## config.mk

```make
export PLATFORM = sky130hd
export DESIGN_NAME = nearest_seed_labeler
export DESIGN_NICKNAME = d
export VERILOG_FILES = /design/src/rtl/nsl_pkg.sv /design/src/rtl/nsl_front.sv /design/src/rtl/nsl_queue.sv /design/src/rtl/nsl_back.sv /design/src/rtl/nearest_seed_labeler.sv
export SDC_FILE = /design/constraint.sdc
export NUM_CORES = 2
export LEC_CHECK = 0
export BUFFER_PORTS_ARGS = -buffer_cell sky130_fd_sc_hd__buf_4
export CAP_MARGIN = 10
export CORE_AREA = 5 5 418 338
export DETAILED_ROUTE_END_ITERATION = 10
export DIE_AREA = 0 0 423 343
export PLACE_DENSITY = 0.75
export SYNTH_ARGS = -nofsm -noshare
export SYNTH_HDL_FRONTEND = slang
export SYNTH_SLANG_ARGS = --single-unit
export TNS_END_PERCENT = 20
```

## constraint.sdc

```tcl
create_clock -name clk -period 7.3 [get_ports clk]
set_input_delay 1.46 -clock clk [delete_from_list [all_inputs] [get_ports clk]]
set_output_delay 1.46 -clock clk [all_outputs]
set_load 0.005 [all_outputs]
```

## src/rtl/nsl_pkg.sv

```systemverilog
package nsl_pkg;

  localparam int NSL_MAX_SEEDS  = 64;
  localparam int NSL_COORD_BITS = 12;
  localparam int NSL_QDEPTH     = 2;

  localparam int MODE_W  = 2;
  localparam int COORD_W = 12;
  localparam int LABEL_W = 7;

  localparam logic [MODE_W-1:0] MODE_CLEAR  = 2'd0;
  localparam logic [MODE_W-1:0] MODE_APPEND = 2'd1;
  localparam logic [MODE_W-1:0] MODE_QUERY  = 2'd2;

  typedef enum logic [1:0] {
    OP_CLEAR,
    OP_APPEND,
    OP_QUERY,
    OP_NOP
  } op_t;

  typedef struct packed {
    op_t                op;
    logic [COORD_W-1:0] row;
    logic [COORD_W-1:0] col;
  } cmd_t;

endpackage

```

## src/rtl/nsl_front.sv

```systemverilog
module nsl_front import nsl_pkg::*; #(
  parameter int COORD_BITS = NSL_COORD_BITS
) (
  input  logic               in_valid,
  output logic               in_ready,
  input  logic [MODE_W-1:0]  in_mode,
  input  logic [COORD_W-1:0] in_row,
  input  logic [COORD_W-1:0] in_col,
  input  logic               q_full,
  output logic               push,
  output cmd_t               push_cmd
);

  localparam int CW = (COORD_BITS < COORD_W) ? COORD_BITS : COORD_W;
  localparam logic [COORD_W-1:0] CMASK = COORD_W'((1 << CW) - 1);

  assign in_ready = !q_full;
  assign push     = in_valid && !q_full;

  always_comb begin
    push_cmd.row = in_row & CMASK;
    push_cmd.col = in_col & CMASK;
    unique case (in_mode)
      MODE_CLEAR:  push_cmd.op = OP_CLEAR;
      MODE_APPEND: push_cmd.op = OP_APPEND;
      MODE_QUERY:  push_cmd.op = OP_QUERY;
      default:     push_cmd.op = OP_NOP;
    endcase
  end

endmodule

```

## src/rtl/nsl_queue.sv

```systemverilog
module nsl_queue import nsl_pkg::*; #(
  parameter int DEPTH = NSL_QDEPTH
) (
  input  logic clk,
  input  logic rst_n,
  input  logic push,
  input  cmd_t push_cmd,
  output logic full,
  output logic q_valid,
  output cmd_t q_cmd,
  input  logic pop
);

  localparam int PTR_W = (DEPTH > 1) ? $clog2(DEPTH) : 1;
  localparam int CNT_W = $clog2(DEPTH + 1);

  cmd_t             slot_r [DEPTH];
  logic [PTR_W-1:0] wr_ptr_r;
  logic [PTR_W-1:0] rd_ptr_r;
  logic [CNT_W-1:0] count_r;

  assign full    = (count_r == CNT_W'(DEPTH));
  assign q_valid = (count_r != '0);
  assign q_cmd   = slot_r[rd_ptr_r];

  always_ff @(posedge clk) begin
    if (push) begin
      slot_r[wr_ptr_r] <= push_cmd;
    end
  end

  always_ff @(posedge clk) begin
    if (!rst_n) begin
      wr_ptr_r <= '0;
      rd_ptr_r <= '0;
      count_r  <= '0;
    end else begin
      if (push) begin
        wr_ptr_r <= (wr_ptr_r == PTR_W'(DEPTH - 1)) ? '0 : wr_ptr_r + 1'b1;
      end
      if (pop) begin
        rd_ptr_r <= (rd_ptr_r == PTR_W'(DEPTH - 1)) ? '0 : rd_ptr_r + 1'b1;
      end
      if (push && !pop) begin
        count_r <= count_r + 1'b1;
      end else if (pop && !push) begin
        count_r <= count_r - 1'b1;
      end
    end
  end

endmodule

```

## src/rtl/nsl_back.sv

```systemverilog
module nsl_back import nsl_pkg::*; #(
  parameter int MAX_SEEDS  = NSL_MAX_SEEDS,
  parameter int COORD_BITS = NSL_COORD_BITS
) (
  input  logic               clk,
  input  logic               rst_n,
  input  logic               q_valid,
  input  cmd_t               q_cmd,
  output logic               q_pop,
  input  logic               out_ready,
  output logic               out_valid,
  output logic [LABEL_W-1:0] out_label,
  output logic               out_status
);

  localparam int CW     = (COORD_BITS < COORD_W) ? COORD_BITS : COORD_W;
  localparam int IDX_W  = (MAX_SEEDS > 1) ? $clog2(MAX_SEEDS) : 1;
  localparam int CNT_W  = $clog2(MAX_SEEDS + 1);
  localparam int DIST_W = 2 * CW + 1;

  typedef enum logic [1:0] {
    ST_IDLE,
    ST_RUN,
    ST_FIN
  } state_t;

  state_t              state_r;
  logic [CNT_W-1:0]    seed_total_r;
  logic [CNT_W-1:0]    rd_cnt_r;
  logic                a_vld_r;
  logic [CNT_W-1:0]    a_lab_r;
  logic                b_vld_r;
  logic [CNT_W-1:0]    b_lab_r;
  logic [2*CW-1:0]     sq_row_r;
  logic [2*CW-1:0]     sq_col_r;
  logic [CNT_W-1:0]    best_r;
  logic [CNT_W-1:0]    exact_r;
  logic [DIST_W-1:0]   best_dist_r;
  logic [CW-1:0]       q_row_r;
  logic [CW-1:0]       q_col_r;
  logic                out_valid_r;
  logic [LABEL_W-1:0]  out_label_r;
  logic                out_status_r;

  logic [2*CW-1:0]     seed_mem [MAX_SEEDS];
  logic [2*CW-1:0]     rd_data_r;

  logic                out_free;
  logic                table_full;
  logic                wr_en;
  logic [IDX_W-1:0]    wr_addr;
  logic [IDX_W-1:0]    rd_addr;
  logic [CW-1:0]       seed_row;
  logic [CW-1:0]       seed_col;
  logic [CW-1:0]       dr;
  logic [CW-1:0]       dc;
  logic [DIST_W-1:0]   sq_dist;
  logic [CNT_W-1:0]    pick;

  assign out_free   = !out_valid_r || out_ready;
  assign q_pop      = (state_r == ST_IDLE) && q_valid && out_free;
  assign table_full = (seed_total_r >= CNT_W'(MAX_SEEDS));
  assign wr_en      = q_pop && (q_cmd.op == OP_APPEND) && !table_full;
  assign wr_addr    = seed_total_r[IDX_W-1:0];
  assign rd_addr    = rd_cnt_r[IDX_W-1:0];

  assign seed_row = rd_data_r[2*CW-1:CW];
  assign seed_col = rd_data_r[CW-1:0];
  assign dr       = (q_row_r > seed_row) ? (q_row_r - seed_row) : (seed_row - q_row_r);
  assign dc       = (q_col_r > seed_col) ? (q_col_r - seed_col) : (seed_col - q_col_r);
  assign sq_dist  = DIST_W'(sq_row_r) + DIST_W'(sq_col_r);
  assign pick     = (exact_r != '0) ? exact_r : best_r;

  assign out_valid  = out_valid_r;
  assign out_label  = out_label_r;
  assign out_status = out_status_r;

  always_ff @(posedge clk) begin
    if (wr_en) begin
      seed_mem[wr_addr] <= {q_cmd.row[CW-1:0], q_cmd.col[CW-1:0]};
    end
    rd_data_r <= seed_mem[rd_addr];
  end

  always_ff @(posedge clk) begin
    if (!rst_n) begin
      state_r      <= ST_IDLE;
      seed_total_r <= '0;
      rd_cnt_r     <= '0;
      a_vld_r      <= 1'b0;
      b_vld_r      <= 1'b0;
      out_valid_r  <= 1'b0;
    end else begin
      if (out_valid_r && out_ready) begin
        out_valid_r <= 1'b0;
      end
      a_vld_r  <= 1'b0;
      b_vld_r  <= a_vld_r;
      b_lab_r  <= a_lab_r;
      sq_row_r <= (2*CW)'(dr) * (2*CW)'(dr);
      sq_col_r <= (2*CW)'(dc) * (2*CW)'(dc);
      unique case (state_r)
        ST_IDLE: begin
          if (q_pop) begin
            unique case (q_cmd.op)
              OP_CLEAR: begin
                seed_total_r <= '0;
                out_valid_r  <= 1'b1;
                out_label_r  <= '0;
                out_status_r <= 1'b0;
              end
              OP_APPEND: begin
                if (!table_full) begin
                  seed_total_r <= seed_total_r + 1'b1;
                end
                out_valid_r  <= 1'b1;
                out_label_r  <= '0;
                out_status_r <= table_full;
              end
              OP_QUERY: begin
                q_row_r  <= q_cmd.row[CW-1:0];
                q_col_r  <= q_cmd.col[CW-1:0];
                rd_cnt_r <= '0;
                best_r   <= '0;
                exact_r  <= '0;
                state_r  <= ST_RUN;
              end
              default: begin
                out_valid_r  <= 1'b1;
                out_label_r  <= '0;
                out_status_r <= 1'b0;
              end
            endcase
          end
        end
        ST_RUN: begin
          if (rd_cnt_r < seed_total_r) begin
            a_vld_r  <= 1'b1;
            a_lab_r  <= rd_cnt_r + 1'b1;
            rd_cnt_r <= rd_cnt_r + 1'b1;
          end else if (!a_vld_r && !b_vld_r) begin
            state_r <= ST_FIN;
          end
          if (b_vld_r) begin
            if (sq_dist == '0) begin
              exact_r <= b_lab_r;
            end
            if ((best_r == '0) || (sq_dist < best_dist_r)) begin
              best_dist_r <= sq_dist;
              best_r      <= b_lab_r;
            end
          end
        end
        ST_FIN: begin
          if (out_free) begin
            out_valid_r  <= 1'b1;
            out_label_r  <= LABEL_W'(pick);
            out_status_r <= 1'b0;
            state_r      <= ST_IDLE;
          end
        end
        default: state_r <= ST_IDLE;
      endcase
    end
  end

`ifndef ASSERT_OFF
  a_total_bounded: assert property (@(posedge clk) disable iff (!rst_n)
    seed_total_r <= CNT_W'(MAX_SEEDS))
    else $error("seed count exceeds table capacity");

  a_status_no_label: assert property (@(posedge clk) disable iff (!rst_n)
    (out_valid_r && out_status_r) |-> (out_label_r == '0))
    else $error("dropped append carries a label");

  a_idle_drained: assert property (@(posedge clk) disable iff (!rst_n)
    (state_r == ST_IDLE) |-> (!a_vld_r && !b_vld_r))
    else $error("distance pipeline busy while idle");

  a_query_starts: assert property (@(posedge clk) disable iff (!rst_n)
    (q_pop && (q_cmd.op == OP_QUERY)) |=> (state_r == ST_RUN))
    else $error("query transfer did not start a scan");
`endif

endmodule

```

## src/rtl/nearest_seed_labeler.sv

```systemverilog
// Nearest seed labeler. Each input transfer carries a mode with a row and a
// column: mode 0 clears the seed table, mode 1 appends a seed and mode 2
// queries a pixel. Every input transfer yields exactly one output transfer,
// in order, with a label and a status. A query returns the 1-based index of
// the nearest stored seed, or 0 for an empty table. A seed lying exactly on
// the pixel wins, the last such seed if several do; otherwise ties go to the
// lowest index. An append to a full table is dropped with status 1.
// Input transfers enter a two-entry queue and are executed in order by a
// back end that holds the seeds in a memory. A clear or append produces its
// result in the cycle after it is taken from the queue, so these sustain one
// item per cycle while the receiver is ready. A query scans the stored seeds
// one per cycle through a read, square and compare pipeline, then registers
// its result and returns to idle; only then does the next item leave the
// queue, so that scan sets the rate.
// Reset empties the seed table and the queue and drops any pending result.
// When the receiver stalls, the result waits in the output register, the
// back end takes no further items, and in_ready falls once the queue is full.
module nearest_seed_labeler import nsl_pkg::*; #(
  parameter int MAX_SEEDS  = NSL_MAX_SEEDS,
  parameter int COORD_BITS = NSL_COORD_BITS
) (
  input  logic               clk,
  input  logic               rst_n,
  input  logic               in_valid,
  output logic               in_ready,
  input  logic [MODE_W-1:0]  in_mode,
  input  logic [COORD_W-1:0] in_row,
  input  logic [COORD_W-1:0] in_col,
  output logic               out_valid,
  input  logic               out_ready,
  output logic [LABEL_W-1:0] out_label,
  output logic               out_status
);

  logic push;
  cmd_t push_cmd;
  logic q_full;
  logic q_valid;
  cmd_t q_cmd;
  logic q_pop;

  nsl_front #(
    .COORD_BITS(COORD_BITS)
  ) u_front (
    .in_valid (in_valid),
    .in_ready (in_ready),
    .in_mode  (in_mode),
    .in_row   (in_row),
    .in_col   (in_col),
    .q_full   (q_full),
    .push     (push),
    .push_cmd (push_cmd)
  );

  nsl_queue #(
    .DEPTH(NSL_QDEPTH)
  ) u_queue (
    .clk      (clk),
    .rst_n    (rst_n),
    .push     (push),
    .push_cmd (push_cmd),
    .full     (q_full),
    .q_valid  (q_valid),
    .q_cmd    (q_cmd),
    .pop      (q_pop)
  );

  nsl_back #(
    .MAX_SEEDS  (MAX_SEEDS),
    .COORD_BITS (COORD_BITS)
  ) u_back (
    .clk        (clk),
    .rst_n      (rst_n),
    .q_valid    (q_valid),
    .q_cmd      (q_cmd),
    .q_pop      (q_pop),
    .out_ready  (out_ready),
    .out_valid  (out_valid),
    .out_label  (out_label),
    .out_status (out_status)
  );

endmodule
```

==> flow_metrics.py <==
metrics = {
    "floorplanning": {
        "io_pins": 40,
        "die_h_um": 343,
        "die_area_um2": 145000,
        "initial_core_util_pct": 56.4,
        "die_w_um": 423,
        "row_count": 122,
        "coreArea_um2": 137000,
    },
    "setup_path": {
        "critPathSlowestCell": "fa_1",
        "path_max_fanout": 5,
        "end_kind": "register",
        "worst-path-buf-inv": 7,
        "cp-start-kind": "register",
        "cp.required_ns": 7.81,
        "r2r_setup_slack_ns": -0.23,
        "cp_top_family": "adder cells",
        "crit_path_frequent_cell": "inv_1",
        "crit_path_max_incr_delay_ns": 0.52,
        "worstSetupPathType": "register to register",
        "arrival_ns": 8.04,
    },
    "synthesis": {
        "yosys.area.top_type_share_pct": 66.9,
        "ys_ff_latch": 1767,
        "yosysSeqAreaShare_pct": 68.1,
        "yosys_warnings": 0,
        "synth_area_leader_cell": "edfxtp_1",
        "synth_top_family_by_area": "multiplexers",
        "synth-edff-count": 1719,
        "synth_nets": 4465,
        "synth_simple_gate_area_share_pct": 3.14,
        "synth.distinct_cells": 71,
        "avgSynthCellArea_um2": 19.0,
        "synth_compound_area_share_pct": 2.20,
        "synth_xor_area_share_pct": 1.04,
        "synth.area.top_cells": "edfxtp_1, mux4_2, fa_1",
        "syn_inst": 4059,
        "synthesis.area_um2": 77200,
        "synth_mux_area_share_pct": 15.3,
        "postSynth.asyncResetShare_pct": 0,
        "synthAdderAreaFrac_pct": 7.66,
        "ys.flop_type": "edfxtp_1",
    },
    "timing": {
        "max_freq_ghz": 0.133,
        "skew_ns": 0.0411,
        "slew_violations": 0,
        "setup_viol": 12,
        "setup_tns_ns": -2.01,
        "worst_slack_ns": -0.227,
        "slew_headroom_pct": 17.4,
        "fin_crit_sh_pct": 103,
        "fin_crit_ns": 7.53,
        "finalHoldViolCount": 0,
        "rsz0062_at_grt": "yes",
        "worst_pin_slew_ns": 1.24,
    },
    "clock_tree": {
        "cts_made_buffers": 163,
        "cts_tree": "built",
        "htreeDepth": 4,
        "clkTransAtPathRegs_ns": 0.06,
        "clkLatencyLatePin_ns": 0.80,
        "clock_sinks": 1767,
        "cts_root_buf": "clkbuf_16",
        "clk_path_buf_depth": 3,
    },
    "run_status": {
        "violations": "negative setup slack",
        "outcome": "finished, violations left",
    },
    "place": {
        "port_buffers": 39,
        "dpl_cell_area_um2": 82100,
        "place.gp.congestion": 0.899,
        "dp_hpwl_um": 110000,
        "place_inst": 6058,
    },
    "grt": {
        "grt_pass1_vias": 41200,
        "grt_antenna_before_repair": 14,
        "grt.total_usage_pct": 26.7,
        "grt_overflow": 0,
        "grt_max_degree": 117,
        "grt_pass1_wl_um": 279000,
    },
    "finish": {
        "stdcell_count": 6386,
        "drive_gt1_share_pct": 29.5,
        "mostFrequentLayoutCells": "edfxtp_1, mux4_2, buf_4",
        "layout_commonest_cell": "edfxtp_1",
        "nNetsFinal": 4851,
        "syn_to_final_growth_pct": 14.3,
        "finish.instance_area_um2": 88200,
        "fill_cells": 8885,
    },
    "route": {
        "first_pass_iters": 5,
        "num_vias": 40400,
        "drc": 0,
        "wirelength_um": 192000,
        "drt-initial-drc-count": 5991,
        "wl_per_cell_um": 30.0,
        "drtAntennaViolNets": 0,
        "routed_via_density": 6.33,
    },
    "run": {
        "max-cap-violations": 0,
    },
    "hold_path": {
        "hold_path_class": "register to register",
    },
}
[cell type report]
class                   count  area (µm²)  share of cell area [%]
well taps                1798        2250                    2.55
inverters                 352        1320                    1.50
diodes                      8        20.0                  0.0227
multi-input cells        1783       23700                    26.8
clock inverters            95        1130                    1.28
flip-flops and latches   1767       52600                    59.6
repair buffers            378        2890                    3.28
clock buffers             205        4340                    4.92
[worst register-to-register path, delay by kind of cell (launching register included)]
kind / cells / cell delay [ns]
buffers and inverters: 7 / 0.51
AO/OA/AOI/OAI: 7 / 1.78
flip-flops: 1 / 0.38
AND/OR/NAND/NOR: 6 / 1.35
XOR/XNOR: 1 / 0.09
adder cells (fa/ha/maj): 8 / 3.16
[flip-flops by register name, indices dropped and copies added, names as in the netlist, 12 cells and up, named ones only]
register / count
u_back.seed_mem: 1536
u_queue.slot_r: 52
u_back.best_dist_r: 25
u_back.rd_data_r: 24
u_back.sq_col_r: 23
u_back.sq_row_r: 23
u_back.q_col_r: 12
u_back.q_row_r: 12
[final timing paths]
path                                         from             endpoint  cells after the start
worst max-delay path            u_back.q_row_r[0]  u_back.sq_row_r[23]                     29
worst min-delay path            u_back.a_lab_r[3]    u_back.b_lab_r[3]                      0
worst max register to register  u_back.q_row_r[0]  u_back.sq_row_r[23]                     29
worst min register to register  u_back.a_lab_r[3]    u_back.b_lab_r[3]                      0
[cell usage after synthesis (47+ instances only)]
master,instances
ha_1,215
dfxtp_1,48
a21oi_1,69
nand2_1,67
edfxtp_1,1719
fa_1,161
inv_1,345
clkbuf_1,119
mux4_2,504
xnor2_1,63
o21ai_0,47
nor2_1,235
[stage by stage]
stage          setup slack, ns  hold WS, ns  utilization (%)
3_5_place_dp            -0.456        0.413             60.0
5_1_grt                 -0.597        0.440             64.4
4_1_cts                 -0.196        0.428             64.3
3_3_place_gp            -0.316        0.404             60.0
6_report                -0.227        0.426             64.4
2_1_floorplan           -0.121        0.400                -
[routing by layer]
| metal | share of wire (%) | vias up | track usage (%) |
|---|---|---|---|
| met3 | 11 | 358 | 7.11 |
| met4 | 3.2 | 8 | 8.41 |
| met2 | 46 | 2333 | 40.8 |
| li1 | - | 16700 | - |
| met5 | 0.032 | - | 0 |
| met1 | 39 | 21000 | 38.4 |
[cell families after synthesis]
family	count (synthesis)
XOR/XNOR	92
flip-flops	1767
adder cells (fa/ha/maj)	376
multiplexers	547
AO/OA/AOI/OAI	255
AND/OR/NAND/NOR	513
buffers and inverters	509
[timing repair]
item	CTS	global route
endpoints found under the hold margin	0	0
resized for setup	57	36
pin swaps	43	19
buffers inserted	18	2
hold buffers	0	0
setup endpoints to repair	18	24
Power is not shown: default switching activity piles up to over one toggle a cycle in this logic, so the estimate is an artifact.
